File: config.mk
export PLATFORM = sky130hd
export DESIGN_NAME = ethernet_mac_nat_rewriter
export DESIGN_NICKNAME = d
export VERILOG_FILES = /design/src/hw/rtl/emnr_pkg.sv /design/src/hw/rtl/emnr_rewrite.sv /design/src/hw/rtl/emnr_outq.sv /design/src/hw/rtl/ethernet_mac_nat_rewriter.sv
export SDC_FILE = /design/constraint.sdc
export NUM_CORES = 1
export LEC_CHECK = 0
export ABC_CLOCK_PERIOD_IN_PS = 9800
export BUFFER_PORTS_ARGS = -buffer_cell sky130_fd_sc_hd__buf_2
export CAP_MARGIN = 5
export CORE_ASPECT_RATIO = 0.6
export CORE_UTILIZATION = 35
export DETAILED_ROUTE_END_ITERATION = 7
export PLACE_DENSITY_LB_ADDON = 0.05
export SETUP_SLACK_MARGIN = 0.2
export SLEW_MARGIN = 10
export SYNTH_ARGS = -nofsm -noshare
export SYNTH_HDL_FRONTEND = slang
export SYNTH_HIERARCHICAL = 1
export SYNTH_SLANG_ARGS = --single-unit
File: constraint.sdc
create_clock -name clk -period 9.8 [get_ports clk]
set_input_delay 0.98 -clock clk [delete_from_list [all_inputs] [get_ports clk]]
set_output_delay 0.98 -clock clk [all_outputs]
set_load 0.02 [all_outputs]
File: src/hw/rtl/emnr_pkg.sv
`default_nettype none

package emnr_pkg;

    // Frame size limit used when the top level is not told otherwise.
    localparam int unsigned MAX_FRAME_BYTES_DEF = 2048;

    // Frame layout limits, in bytes.
    localparam int unsigned ETH_HDR_LEN = 14;
    localparam int unsigned IP_MIN_LEN  = 34;
    localparam int unsigned ARP_MIN_LEN = 42;

    localparam logic [15:0] TYPE_ARP   = 16'h0806;
    localparam logic [15:0] TYPE_IPV4  = 16'h0800;
    // High byte of the IPv4 fragment offset mask.
    localparam logic [7:0]  FRAG_HI_MASK = 8'h1F;
    localparam logic [7:0]  PROTO_UDP  = 8'd17;
    // Source port 68 followed by destination port 67.
    localparam logic [31:0] DHCP_PORTS = {16'd68, 16'd67};
    localparam logic [7:0]  BCAST_BIT  = 8'h80;

    // Output queue geometry; the depth must be a power of two.
    localparam int unsigned OUTQ_DEPTH  = 16;
    localparam int unsigned OUTQ_AW     = 4;
    localparam int unsigned RELEASE_LEN = 6;

    // Number of output bytes one input byte pushes into the queue.
    localparam logic [2:0] PUSH_NONE  = 3'd0;
    localparam logic [2:0] PUSH_ONE   = 3'd1;
    localparam logic [2:0] PUSH_FIELD = 3'd6;

    // Register select, taken from bit 3 of the byte address.
    typedef enum logic {
        REG_STATION = 1'b0,
        REG_INNER   = 1'b1
    } reg_sel_t;

    // Output bytes produced by one input byte, in emission order (data[0] first).
    typedef struct packed {
        logic [2:0]      cnt;
        logic [5:0][7:0] data;
        logic            last;
        logic            changed;
    } push_t;

    // Byte i of a MAC address, byte 0 being the most significant.
    function automatic logic [7:0] mac_byte(input logic [47:0] mac, input logic [2:0] i);
        logic [7:0] r;
        case (i)
            3'd0:    r = mac[47:40];
            3'd1:    r = mac[39:32];
            3'd2:    r = mac[31:24];
            3'd3:    r = mac[23:16];
            3'd4:    r = mac[15:8];
            3'd5:    r = mac[7:0];
            default: r = 8'h00;
        endcase
        return r;
    endfunction

endpackage

`default_nettype wire

File: src/hw/rtl/emnr_rewrite.sv
`default_nettype none

module emnr_rewrite #(
    parameter int unsigned MAX_FRAME_BYTES = emnr_pkg::MAX_FRAME_BYTES_DEF
) (
    input  logic                clk,
    input  logic                rst_n,
    input  logic                fire,
    input  logic                mode,
    input  logic [7:0]          data_byte,
    input  logic [10:0]         frame_len,
    input  logic [47:0]         station_mac,
    input  logic [47:0]         inner_mac,
    output emnr_pkg::push_t     push
);

    logic [10:0] pos_reg, pos_next;
    logic [10:0] len_reg, len_next;
    logic        dir_reg, dir_next;
    logic [15:0] etype_reg, etype_next;
    logic [6:0]  udp_reg, udp_next;
    logic        dhcp_reg, dhcp_next;
    logic [31:0] ports_reg, ports_next;
    logic        changed_reg, changed_next;
    logic [7:0]  hold_reg [0:4];

    logic        first;
    logic        last;
    logic        active;
    logic        arp;
    logic [7:0]  ob;
    logic        rel;
    logic        allow;
    logic [47:0] match_mac;
    logic [47:0] avoid_mac;
    logic [47:0] repl_mac;
    logic [47:0] cand;
    logic        swap;
    logic        hold_we;
    logic [2:0]  hold_idx;
    logic [5:0]  ihl;
    logic [11:0] hdr_end;
    logic [11:0] udp_end;
    logic [10:0] off;
    logic [6:0]  udp_val;

    assign cand = {hold_reg[0], hold_reg[1], hold_reg[2], hold_reg[3], hold_reg[4], data_byte};

    always_comb
    begin
        first        = (pos_reg == 11'd0);
        dir_next     = first ? mode : dir_reg;
        len_next     = first ? ((frame_len == 11'd0) ? 11'd1 : frame_len) : len_reg;
        etype_next   = first ? 16'h0000 : etype_reg;
        udp_next     = first ? 7'd0 : udp_reg;
        dhcp_next    = first ? 1'b0 : dhcp_reg;
        ports_next   = first ? 32'h0 : ports_reg;
        changed_next = first ? 1'b0 : changed_reg;

        last   = (({1'b0, pos_reg} + 12'd1) >= {1'b0, len_next});
        active = (len_next >= 11'(emnr_pkg::ETH_HDR_LEN)) &&
                 (32'(len_next) < MAX_FRAME_BYTES);

        ob        = data_byte;
        push      = '0;
        push.cnt  = emnr_pkg::PUSH_ONE;
        rel       = 1'b0;
        allow     = 1'b0;
        match_mac = inner_mac;
        avoid_mac = station_mac;
        repl_mac  = station_mac;
        hold_we   = 1'b0;
        hold_idx  = 3'd0;
        arp       = 1'b0;
        ihl       = {data_byte[3:0], 2'b00};
        hdr_end   = 12'(emnr_pkg::ETH_HDR_LEN) + {6'b0, ihl} + 12'd8;
        udp_val   = 7'(emnr_pkg::ETH_HDR_LEN) + {1'b0, ihl};
        udp_end   = 12'd0;
        off       = 11'd0;

        if (active)
        begin
            if (pos_reg == 11'd12)
            begin
                etype_next = {data_byte, 8'h00};
            end
            else if (pos_reg == 11'd13)
            begin
                etype_next = etype_next | {8'h00, data_byte};
            end
            arp = (etype_next == emnr_pkg::TYPE_ARP) &&
                  (len_next >= 11'(emnr_pkg::ARP_MIN_LEN));

            if (!dir_next)
            begin
                if (pos_reg >= 11'd6 && pos_reg <= 11'd11)
                begin
                    // Source address is always forced to the station address.
                    ob = emnr_pkg::mac_byte(station_mac, 3'(pos_reg - 11'd6));
                    if (ob != data_byte)
                    begin
                        changed_next = 1'b1;
                    end
                end
                else if (arp && pos_reg >= 11'd22 && pos_reg <= 11'd27)
                begin
                    // ARP sender hardware address.
                    hold_we  = 1'b1;
                    hold_idx = 3'(pos_reg - 11'd22);
                    if (pos_reg == 11'd27)
                    begin
                        rel       = 1'b1;
                        allow     = 1'b1;
                        match_mac = inner_mac;
                        avoid_mac = station_mac;
                        repl_mac  = station_mac;
                    end
                    else
                    begin
                        push.cnt = emnr_pkg::PUSH_NONE;
                    end
                end
                else
                begin
                    if (pos_reg == 11'd14)
                    begin
                        udp_next = 7'd0;
                        if (etype_next == emnr_pkg::TYPE_IPV4 &&
                            len_next >= 11'(emnr_pkg::IP_MIN_LEN) &&
                            data_byte[7:4] == 4'd4 && ihl >= 6'd20 &&
                            {1'b0, len_next} >= hdr_end)
                        begin
                            udp_next = udp_val;
                        end
                    end
                    else if (pos_reg == 11'd20)
                    begin
                        if ((data_byte & emnr_pkg::FRAG_HI_MASK) != 8'h00)
                        begin
                            udp_next = 7'd0;
                        end
                    end
                    else if (pos_reg == 11'd21)
                    begin
                        if (data_byte != 8'h00)
                        begin
                            udp_next = 7'd0;
                        end
                    end
                    else if (pos_reg == 11'd23)
                    begin
                        if (data_byte != emnr_pkg::PROTO_UDP)
                        begin
                            udp_next = 7'd0;
                        end
                    end

                    if (udp_next != 7'd0 && pos_reg >= {4'b0, udp_next})
                    begin
                        off     = pos_reg - {4'b0, udp_next};
                        udp_end = {5'b0, udp_next} + 12'd20;
                        if (off < 11'd4)
                        begin
                            ports_next = {ports_next[23:0], data_byte};
                            if (off == 11'd3 && ports_next == emnr_pkg::DHCP_PORTS &&
                                {1'b0, len_next} >= udp_end)
                            begin
                                dhcp_next = 1'b1;
                            end
                        end
                        if (dhcp_next)
                        begin
                            if (off == 11'd6 || off == 11'd7)
                            begin
                                // UDP checksum is cleared.
                                ob = 8'h00;
                                if (data_byte != 8'h00)
                                begin
                                    changed_next = 1'b1;
                                end
                            end
                            else if (off == 11'd18)
                            begin
                                // BOOTP broadcast flag.
                                ob = data_byte | emnr_pkg::BCAST_BIT;
                                if (!data_byte[7])
                                begin
                                    changed_next = 1'b1;
                                end
                            end
                        end
                    end
                end
            end
            else
            begin
                if (pos_reg <= 11'd5)
                begin
                    // Destination address; group addresses are left alone.
                    hold_we  = 1'b1;
                    hold_idx = pos_reg[2:0];
                    if (pos_reg == 11'd5)
                    begin
                        rel       = 1'b1;
                        allow     = !hold_reg[0][0];
                        match_mac = station_mac;
                        avoid_mac = inner_mac;
                        repl_mac  = inner_mac;
                    end
                    else
                    begin
                        push.cnt = emnr_pkg::PUSH_NONE;
                    end
                end
                else if (arp && pos_reg >= 11'd32 && pos_reg <= 11'd37)
                begin
                    // ARP target hardware address.
                    hold_we  = 1'b1;
                    hold_idx = 3'(pos_reg - 11'd32);
                    if (pos_reg == 11'd37)
                    begin
                        rel       = 1'b1;
                        allow     = 1'b1;
                        match_mac = station_mac;
                        avoid_mac = inner_mac;
                        repl_mac  = inner_mac;
                    end
                    else
                    begin
                        push.cnt = emnr_pkg::PUSH_NONE;
                    end
                end
            end
        end

        swap = rel && allow && (cand == match_mac) && (cand != avoid_mac);
        if (swap)
        begin
            changed_next = 1'b1;
        end

        if (rel)
        begin
            push.cnt = emnr_pkg::PUSH_FIELD;
            for (int i = 0; i < 6; i++)
            begin
                push.data[i] = swap ? emnr_pkg::mac_byte(repl_mac, 3'(i))
                                    : emnr_pkg::mac_byte(cand, 3'(i));
            end
        end
        else
        begin
            push.data[0] = ob;
        end
        push.last    = last;
        push.changed = changed_next;

        pos_next = last ? 11'd0 : (pos_reg + 11'd1);
    end

    always_ff @(posedge clk or negedge rst_n)
    begin
        if (!rst_n)
        begin
            pos_reg     <= 11'd0;
            len_reg     <= 11'd0;
            dir_reg     <= 1'b0;
            etype_reg   <= 16'h0000;
            udp_reg     <= 7'd0;
            dhcp_reg    <= 1'b0;
            ports_reg   <= 32'h0;
            changed_reg <= 1'b0;
        end
        else if (fire)
        begin
            pos_reg     <= pos_next;
            len_reg     <= len_next;
            dir_reg     <= dir_next;
            etype_reg   <= etype_next;
            udp_reg     <= udp_next;
            dhcp_reg    <= dhcp_next;
            ports_reg   <= ports_next;
            changed_reg <= changed_next;
        end
    end

    // The sixth byte of a field is never stored; it is used straight from the input.
    always_ff @(posedge clk)
    begin
        if (fire && hold_we && hold_idx < 3'd5)
        begin
            hold_reg[hold_idx] <= data_byte;
        end
    end

endmodule

`default_nettype wire

File: src/hw/rtl/emnr_outq.sv
`default_nettype none

module emnr_outq (
    input  logic            clk,
    input  logic            rst_n,
    input  logic            push_en,
    input  emnr_pkg::push_t push,
    output logic            room,
    output logic            out_valid,
    input  logic            out_ready,
    output logic [7:0]      out_byte,
    output logic            out_last,
    output logic            out_changed
);

    localparam int unsigned DEPTH = emnr_pkg::OUTQ_DEPTH;
    localparam int unsigned AW    = emnr_pkg::OUTQ_AW;
    localparam logic [AW:0] ROOM_LIMIT = (AW + 1)'(DEPTH - emnr_pkg::RELEASE_LEN);

    logic [7:0]    byte_reg [DEPTH];
    logic          last_reg [DEPTH];
    logic          chg_reg  [DEPTH];
    logic [AW-1:0] head_reg, head_next;
    logic [AW-1:0] tail_reg, tail_next;
    logic [AW:0]   count_reg, count_next;

    logic [AW-1:0] slot_ofs [DEPTH];
    logic          slot_we  [DEPTH];
    logic          slot_end [DEPTH];
    logic          pop;
    logic [AW:0]   push_cnt;

    assign room        = (count_reg <= ROOM_LIMIT);
    assign out_valid   = (count_reg != '0);
    assign out_byte    = byte_reg[head_reg];
    assign out_last    = last_reg[head_reg];
    assign out_changed = chg_reg[head_reg];
    assign pop         = out_valid && out_ready;
    assign push_cnt    = push_en ? (AW + 1)'(push.cnt) : '0;

    always_comb
    begin
        for (int j = 0; j < DEPTH; j++)
        begin
            slot_ofs[j] = AW'(j) - tail_reg;
            slot_we[j]  = push_en && ({1'b0, slot_ofs[j]} < push_cnt);
            slot_end[j] = ({1'b0, slot_ofs[j]} == (push_cnt - (AW + 1)'(1)));
        end
        head_next  = head_reg + (pop ? AW'(1) : AW'(0));
        tail_next  = tail_reg + AW'(push_cnt);
        count_next = count_reg + push_cnt - (pop ? (AW + 1)'(1) : (AW + 1)'(0));
    end

    always_ff @(posedge clk or negedge rst_n)
    begin
        if (!rst_n)
        begin
            head_reg  <= '0;
            tail_reg  <= '0;
            count_reg <= '0;
        end
        else
        begin
            head_reg  <= head_next;
            tail_reg  <= tail_next;
            count_reg <= count_next;
        end
    end

    always_ff @(posedge clk)
    begin
        for (int j = 0; j < DEPTH; j++)
        begin
            if (slot_we[j])
            begin
                byte_reg[j] <= push.data[slot_ofs[j][2:0]];
                last_reg[j] <= push.last && slot_end[j];
                chg_reg[j]  <= push.changed && push.last && slot_end[j];
            end
        end
    end

endmodule

`default_nettype wire

File: src/hw/rtl/ethernet_mac_nat_rewriter.sv
// MAC NAT frame rewriter: Ethernet frames enter one byte per request on the
// s_ channel and leave, rewritten, one byte per request on the m_ channel.
// Each input request carries the byte, the frame length and the direction
// (s_tuser: 0 egress, 1 ingress); length and direction are taken from the
// first byte of a frame. Output requests carry the byte, tlast on the final
// byte and, in tuser alongside tlast, a flag telling whether the frame changed.
// The input register and the output queue lie between input acceptance and the first
// chance of output acceptance. Bytes of an address field that may be replaced are
// held until the field's sixth byte and then leave as a burst of six, one per cycle
// unless stalled. Throughput is one byte per cycle in both directions while the
// queue has room; the per-byte rewrite is a single registered pass, and a 16-entry
// output queue absorbs the bursts. Reset clears the frame position, the queue and
// both address registers. When the receiver stalls, bytes collect in the queue;
// once more than ten wait, s_tready drops while a byte is held, until no more than
// ten remain. The APB port holds the station MAC at address 0 and the inner MAC at 8.
`default_nettype none

module ethernet_mac_nat_rewriter #(
    parameter int unsigned MAX_FRAME_BYTES = emnr_pkg::MAX_FRAME_BYTES_DEF
) (
    input  logic        clk,
    input  logic        rst_n,

    input  logic        s_tvalid,
    output logic        s_tready,
    input  logic [23:0] s_tdata,   // [7:0] data_byte, [18:8] frame_len, [23:19] zero
    input  logic        s_tuser,   // [0] mode

    output logic        m_tvalid,
    input  logic        m_tready,
    output logic [7:0]  m_tdata,   // [7:0] out_byte
    output logic        m_tlast,
    output logic        m_tuser,   // [0] frame_changed

    input  logic        psel,
    input  logic        penable,
    input  logic        pwrite,
    input  logic [3:0]  paddr,
    input  logic [63:0] pwdata,
    output logic [63:0] prdata,
    output logic        pready
);

    logic [47:0] station_reg;
    logic [47:0] inner_reg;
    logic        cfg_wr;
    emnr_pkg::reg_sel_t reg_sel;

    // Input register: one accepted byte waiting for its rewrite pass.
    logic        in_valid_reg;
    logic        in_mode_reg;
    logic [7:0]  in_byte_reg;
    logic [10:0] in_len_reg;

    logic            fire;
    logic            room;
    emnr_pkg::push_t push;

    assign pready  = 1'b1;
    assign reg_sel = emnr_pkg::reg_sel_t'(paddr[3]);
    assign cfg_wr  = psel && penable && pwrite;

    always_comb
    begin
        case (reg_sel)
            emnr_pkg::REG_STATION: prdata = {16'h0000, station_reg};
            emnr_pkg::REG_INNER:   prdata = {16'h0000, inner_reg};
            default:               prdata = 64'h0;
        endcase
    end

    always_ff @(posedge clk or negedge rst_n)
    begin
        if (!rst_n)
        begin
            station_reg <= 48'h0;
            inner_reg   <= 48'h0;
        end
        else if (cfg_wr)
        begin
            case (reg_sel)
                emnr_pkg::REG_STATION: station_reg <= pwdata[47:0];
                emnr_pkg::REG_INNER:   inner_reg   <= pwdata[47:0];
                default:               station_reg <= station_reg;
            endcase
        end
    end

    // The held byte goes through the rewrite pass whenever the queue has room
    // for a full burst, so a new request can be taken in the same cycle.
    assign fire     = in_valid_reg && room;
    assign s_tready = !in_valid_reg || fire;

    always_ff @(posedge clk or negedge rst_n)
    begin
        if (!rst_n)
        begin
            in_valid_reg <= 1'b0;
        end
        else if (s_tready)
        begin
            in_valid_reg <= s_tvalid;
        end
    end

    always_ff @(posedge clk)
    begin
        if (s_tvalid && s_tready)
        begin
            in_mode_reg <= s_tuser;
            in_byte_reg <= s_tdata[7:0];
            in_len_reg  <= s_tdata[18:8];
        end
    end

    emnr_rewrite #(
        .MAX_FRAME_BYTES(MAX_FRAME_BYTES)
    ) u_rewrite (
        .clk        (clk),
        .rst_n      (rst_n),
        .fire       (fire),
        .mode       (in_mode_reg),
        .data_byte  (in_byte_reg),
        .frame_len  (in_len_reg),
        .station_mac(station_reg),
        .inner_mac  (inner_reg),
        .push       (push)
    );

    emnr_outq u_outq (
        .clk        (clk),
        .rst_n      (rst_n),
        .push_en    (fire),
        .push       (push),
        .room       (room),
        .out_valid  (m_tvalid),
        .out_ready  (m_tready),
        .out_byte   (m_tdata),
        .out_last   (m_tlast),
        .out_changed(m_tuser)
    );

endmodule

`default_nettype wire

==> After elaboration in Yosys (flattened, before gate mapping) <==
Memory sizes are Yosys's and may differ from the RTL's.
Index checks and enable logic that the tools add are counted.
{ "word_totals": {"n_memories": 4, "wordCells": 498, "register_bits": 210, "rom_bits": 0, "out_inout_bits": 77, "mem_bits_rw": 200, "latchBits": 0, "in_bits": 100} }
{ "op_classes": {"shift": 0, "n_lt_le_gt_ge": 50, "n_eq_ne": 42, "n_bitwise": 2, "add_sub_neg": 31, "mul": 0, "n_div": 0, "n_reduce_logical": 103, "mux": 249} }
{ "mem_list": {"columns": ["name", "depth", "word_bits", "read_ports", "rd_ports_with_merged_regs", "wr", "line", "rtl"], "rows": [
  ["u_outq.byte_reg", 16, 8, 1, 0, 10, "emnr_outq.sv:20", "logic [7:0] byte_reg [DEPTH];"],
  ["u_rewrite.hold_reg", 5, 8, 5, 0, 1, "emnr_rewrite.sv:25", "logic [7:0] hold_reg [0:4];"],
  ["u_outq.chg_reg", 16, 1, 1, 0, 10, "emnr_outq.sv:22", "logic chg_reg [DEPTH];"],
  ["u_outq.last_reg", 16, 1, 1, 0, 10, "emnr_outq.sv:21", "logic last_reg [DEPTH];"]
]} }
{ "op_table": {"columns": ["cell", "count"], "rows": [
  ["$mux W48", 12],
  ["$bmux W8 S3", 16],
  ["$mux W8", 40],
  ["$mux W32", 7],
  ["$pmux W64 S2", 1],
  ["$mux W7", 17],
  ["$mux W1", 115],
  ["$eq A4 B5 Y1", 16],
  ["$lt A4 B5 Y1", 16],
  ["$mux W16", 5],
  ["$logic_and A1 B1 Y1", 72],
  ["$mux W4", 18],
  ["$lt A3 B4 Y1 const B", 16],
  ["$eq A11 B5 Y1 const B", 5],
  ["$eq A48 B48 Y1", 1],
  ["$ne A48 B48 Y1", 1],
  ["$pmux W8 S6", 1],
  ["$reduce_or A8 Y1", 6],
  ["$mux W43", 1],
  ["$mux W3", 13],
  ["$eq A11 B3 Y1 const B", 3],
  ["$eq A11 B4 Y1 const B", 3],
  ["$ge A11 B6 Y1 const B", 3],
  ["$mux W11", 3],
  ["other kinds (51)", 86]
]} }

==> Depth between registers and ports, before layout <==
{ "depth": {"depth_word": 38, "depth_mapped": 38, "ltp_nobuf": 35} }

==> By module <==
Netlist, hierarchy kept.
{ "by_module_without_submodules": {"columns": ["mod", "instances", "area_each_um2", "cells_per_inst", "seq_area_each_um2"], "rows": [
  ["emnr_rewrite", 1, 10867.9, 1274, 3002.9],
  ["emnr_outq", 1, 9877.0, 709, 5129.9],
  ["ethernet_mac_nat_rewriter", 1, 4934.7, 301, 3027.9]
]} }

==> Least setup slack after synthesis <==
OpenSTA, ideal clock, no wires.
{ "synth_timing": {"path_kind": "reg2reg", "start": "reg u_rewrite.pos_reg[0]", "end": "mem u_outq.byte_reg[1][2] (data pin)", "arrival_time_ns": 7.624, "slack_ns": 1.914, "synth_period_minus_slack_ns": 7.886, "t_required_ns": 9.538, "n_path_buf": 2, "setup_ns": 0.262, "path_stages_with_launch": 31, "cell_sequence": "dfrtp_1 inv_1 ha_1 nor3b_2 nand3_1 clkbuf_1 buf_1 mux2i_1 inv_1 ha_1 o21a_1 o311ai_0 a221o_1 a2111o_1 nor2_1 a21oi_1 ha_1 nor2b_1 o21a_1 o21ai_0 a21oi_1 nand4bb_1 a2111oi_0 nand4_1 nor4_1 a21boi_1 nand2_1 o211ai_1 o311a_1 mux4_2 mux2_2"} }
{ "synth_lines": {"columns": ["item", "line", "rtl"], "rows": [
  ["from (decl)", "emnr_rewrite.sv:17", "logic [10:0] pos_reg, pos_next;"],
  ["from (signal assigned)", "emnr_rewrite.sv:276", "pos_reg <= pos_next;"],
  ["to (decl)", "emnr_outq.sv:20", null]
]} }

==> results.txt <==
Of all cell types, the one taking the most synthesized area is sky130_fd_sc_hd__edfxtp_1. The global-route usage over all layers was 30.0%; the worst hold-check slack was 0.303 ns. The first global-routing pass estimated 154,000 um of wire. The final cell utilization of the core is 40.1%.

The tools report the number of warnings reported in the yosys synthesis log as 6. Prior to clock tree synthesis, the placed netlist has a worst setup slack of 0.902 ns. The first routing iteration left 2,509 violations. The maximum vdd ir drop is 238 uV.

The slowest stage of the critical path belongs to the cell sky130_fd_sc_hd__a2111oi_0. Measured against its own limit, the worst slew margin works out to 4.31%. Input and output buffers added on the ports amount to 135. Data on the critical path arrives at its endpoint at 9.21 ns.

The root buffer cell chosen for the clock tree is sky130_fd_sc_hd__clkbuf_16. The number of clock buffers added by TritonCTS is 43. The run gives 0.0386 ns as the clock skew after layout. The width of the chip was 352 um; the number of failing hold endpoints at the final stage was 0.

The proportion of layout cells with a drive suffix above 1 came out at 22.1%. TritonCTS built the clock tree. In this run, post-CTS repair resized a total of 0 instances. In the finished design, the share of the clock period the worst path needs comes to 91.1%. After clock tree synthesis, the flow added hold-fix buffers numbering 0.

In this run the power density over the cells is 329 nW/um^2. The y dimension of the die is 212 um, and the routability-driven placement congestion ratio is 1.02. The number of buffers and inverters on the critical path is 3. The core outline area was 72,200 um^2; the clock net sink count was 402. The startpoint-to-endpoint class of the critical path was reg2reg. After synthesis the netlist holds a flip-flop and latch count of 402.

The overall die area is 74,500 um^2. The number of antenna violations at the first check in global routing came out at 6. The largest single stage delay on the critical path is 0.75 ns.

The cell count after synthesis came out at 2,284. Among all flip-flop cells after synthesis, the most frequent one is sky130_fd_sc_hd__edfxtp_1. STA puts the critical path data required time at 10.08 ns.

The run gives 2 as the deepest level of the CTS H-tree. For the number of nets in the layout, the log shows 2,579. Post-synthesis instance area: 25,700 um^2.

The share of async-settable or async-resettable flops after synthesis was 45.3%. Pin placement for this block handled 177 I/O pins. The post-layout instance count excluding filler cells is 3,412, and the CTS clock-pin slew for the worst setup and hold paths is 0.06 ns. The number of flip-flops under the largest register name is 128. Global routing finished with a remaining overflow of 0.

The flow ran to the end, and the final reports show no timing, DRC or antenna violations. Counting along the longest clock path gives a buffer depth of 3. The average footprint of a synthesized cell is 11.2 um^2. The highest clock frequency the design can meet is 0.112 GHz, and the average vias per placed instance is 6.01. The area overhead of the layout relative to synthesis is 12.8%. Grouping stages by cell kind, the critical path spends the most delay in compound AO/OA/AOI/OAI gates. The area share of the leading cell type in the synthesized netlist is 25.7%, and the HPWL reported at the end of detailed placement is 86,500 um. The final number of max-transition violations was 0. Counting distinct cell types in the post-synthesis netlist gives 93. The total wire length after detailed routing is 112,000 um. The tools report the number of remaining DRC errors as 0. Ranked by total cell area, the synthesized netlist is headed by sky130_fd_sc_hd__edfxtp_1, sky130_fd_sc_hd__dfrtp_1, sky130_fd_sc_hd__mux2_2, sky130_fd_sc_hd__mux4_2, sky130_fd_sc_hd__mux2i_1. The worst hold-check path type was in2async. Number of setup violations in the final report: 0. The measured slew at the worst slew-check pin is 1.43 ns. For the final total negative setup slack, the log shows 0 ns. Number of detailed-route iterations in the first pass: 6.

The analysis attributes to cell leakage a power of 11.8 nW. The run gives 20,500 as the number of vias after detailed routing. The run gives 43.5% as the sequential cell area fraction in the yosys report.

Setup repair after global routing left no endpoint under its margin. The number of global-route vias before repair is 19,300, and the largest fanout on the critical path is 8. The maximum number of pins on one net before global-route repair is 72, and the average detailed-routed wire length per instance is 32.7 um.

The tool flagged a number of max-cap violations equal to 0. For the finished layout, the period the worst path requires is 8.93 ns. The number of rows in the core area came out at 76. The initial core utilization came out at 35.6%.

The run gives 0 as the post-CTS setup-driven buffer insertion count. The worst setup path is captured at a register. In this run, synthesis inferred 220 flip-flops with an integrated enable. After layout, the worst setup slack is 0.872 ns. For the later-pin clock latency in the skew report, the log shows 0.61 ns. The tools report the total placed cells including tap cells as 3,325. STA classifies the critical path startpoint as a register. The detail route stage leaves a number of antenna-violating nets equal to 0.
layer usage:
layer / up-vias / routed length, um / GRT usage [%]
met4: 4 / 1300 / 4.29
met2: 1143 / 36400 / 33.2
met3: 95 / 14200 / 10.0
li1: 8758 / - / -
met1: 10500 / 59500 / 52.2
met5: - / 63 / 0
final timing paths:
| check | start | end | slack (ns) | cells after the start |
|---|---|---|---|---|
| max | u_rewrite/pos_reg[10]$_DFFE_PN0P_ | u_outq/byte_reg[10][1]$_DFFE_PP_ | 0.87 | 29 |
| min | rst_n | u_rewrite/len_reg[9]$_DFFE_PN0P_ | 0.30 | 1 |
| max reg2reg | u_rewrite/pos_reg[10]$_DFFE_PN0P_ | u_outq/byte_reg[10][1]$_DFFE_PP_ | 0.87 | 29 |
| min reg2reg | u_rewrite/udp_reg[3]$_DFFE_PN0P_ | u_rewrite/udp_reg[3]$_DFFE_PN0P_ | 0.50 | 2 |
| max in group asynchronous | rst_n | u_outq/tail_reg[0]$_DFF_PN0_ | 8.15 | 2 |
| min in group clk | u_rewrite/udp_reg[3]$_DFFE_PN0P_ | u_rewrite/udp_reg[3]$_DFFE_PN0P_ | 0.50 | 2 |
final cells by class:
class / instances / area [um^2]
antenna: 9 / 22.5
clock buffer: 57 / 1200
clock inverter: 21 / 290
fill: 6893 / 43200
inverter: 100 / 375
multi-input combinational: 1642 / 13500
sequential: 402 / 11200
tap: 975 / 1220
timing repair buffer: 206 / 1230
kinds of logic after synthesis:
kind of cell | Yosys count | synth area share [%]
simple gates | 617 | 12.3
xor+xnor | 140 | 5.15
compound gates | 432 | 12.0
fa+ha+maj | 84 | 4.18
other cells | 2 | 0.0292
mux | 352 | 18.2
flops | 402 | 43.5
buf+inv | 255 | 4.70
stage by stage:
step / power, mW / cell area [um^2]
after global routing: 9.95 / 28900
final: 9.53 / 29000
after global placement: 7.60 / 27400
after CTS: 9.42 / 28900
after detailed placement: 7.63 / 27400
after floorplan: 5.76 / 25700
cells in the final DEF (no fill, tap or decap), types with 17 or more instances in the layout:
| cell | n |
|---|---|
| sky130_fd_sc_hd__a211oi_1 | 28 |
| sky130_fd_sc_hd__a211oi_2 | 20 |
| sky130_fd_sc_hd__a21o_1 | 17 |
| sky130_fd_sc_hd__a21oi_1 | 96 |
| sky130_fd_sc_hd__a22o_1 | 33 |
| sky130_fd_sc_hd__a22oi_1 | 23 |
| sky130_fd_sc_hd__buf_2 | 134 |
| sky130_fd_sc_hd__buf_4 | 70 |
| sky130_fd_sc_hd__clkbuf_16 | 44 |
| sky130_fd_sc_hd__conb_1 | 17 |
| sky130_fd_sc_hd__dfrtp_1 | 180 |
| sky130_fd_sc_hd__edfxtp_1 | 220 |
| sky130_fd_sc_hd__ha_1 | 81 |
| sky130_fd_sc_hd__inv_1 | 91 |
| sky130_fd_sc_hd__mux2_1 | 30 |
| sky130_fd_sc_hd__mux2_2 | 131 |
| sky130_fd_sc_hd__mux2i_1 | 119 |
| sky130_fd_sc_hd__mux4_2 | 61 |
| sky130_fd_sc_hd__nand2_1 | 174 |
| sky130_fd_sc_hd__nand2b_1 | 37 |
| sky130_fd_sc_hd__nand3_1 | 42 |
| sky130_fd_sc_hd__nand4_1 | 28 |
| sky130_fd_sc_hd__nor2_1 | 120 |
| sky130_fd_sc_hd__nor2b_1 | 70 |
| sky130_fd_sc_hd__nor3_1 | 22 |
| sky130_fd_sc_hd__nor4_1 | 36 |
| sky130_fd_sc_hd__o21ai_0 | 60 |
| sky130_fd_sc_hd__o22ai_1 | 26 |
| sky130_fd_sc_hd__o31ai_1 | 21 |
| sky130_fd_sc_hd__xnor2_1 | 88 |
| sky130_fd_sc_hd__xor2_1 | 44 |
power breakdown:
part	switching [mW]	total (mW)	internal, mW
combinational	3.19	4.98	1.79
clock	0.728	1.76	1.03
sequential	0.503	2.79	2.29
Yosys cell counts, types with 9 or more instances:
master / count
sky130_fd_sc_hd__or4_1: 13
sky130_fd_sc_hd__mux2_2: 131
sky130_fd_sc_hd__buf_2: 39
sky130_fd_sc_hd__nor4_1: 37
sky130_fd_sc_hd__a22o_1: 33
sky130_fd_sc_hd__nand4_1: 28
sky130_fd_sc_hd__nand3_1: 42
sky130_fd_sc_hd__o21ai_0: 60
sky130_fd_sc_hd__buf_4: 28
sky130_fd_sc_hd__buf_6: 9
sky130_fd_sc_hd__o2111ai_1: 14
sky130_fd_sc_hd__nor3_1: 23
sky130_fd_sc_hd__xnor2_1: 88
sky130_fd_sc_hd__a211oi_2: 21
sky130_fd_sc_hd__mux2i_1: 119
sky130_fd_sc_hd__a21oi_1: 96
sky130_fd_sc_hd__edfxtp_1: 220
sky130_fd_sc_hd__a21o_1: 17
sky130_fd_sc_hd__a221oi_1: 12
sky130_fd_sc_hd__mux4_2: 61
sky130_fd_sc_hd__mux2_1: 30
sky130_fd_sc_hd__a22oi_1: 23
sky130_fd_sc_hd__nor2b_1: 76
sky130_fd_sc_hd__o31ai_1: 21
sky130_fd_sc_hd__dfrtp_1: 182
sky130_fd_sc_hd__o311a_1: 9
sky130_fd_sc_hd__nand2b_1: 37
sky130_fd_sc_hd__nand2_1: 174
sky130_fd_sc_hd__mux4_1: 10
sky130_fd_sc_hd__xor2_1: 44
sky130_fd_sc_hd__o22ai_1: 26
sky130_fd_sc_hd__ha_1: 81
sky130_fd_sc_hd__inv_1: 91
sky130_fd_sc_hd__a211oi_1: 28
sky130_fd_sc_hd__nor2_1: 131
sky130_fd_sc_hd__clkbuf_1: 69
Power figures use the tool's default switching activity.
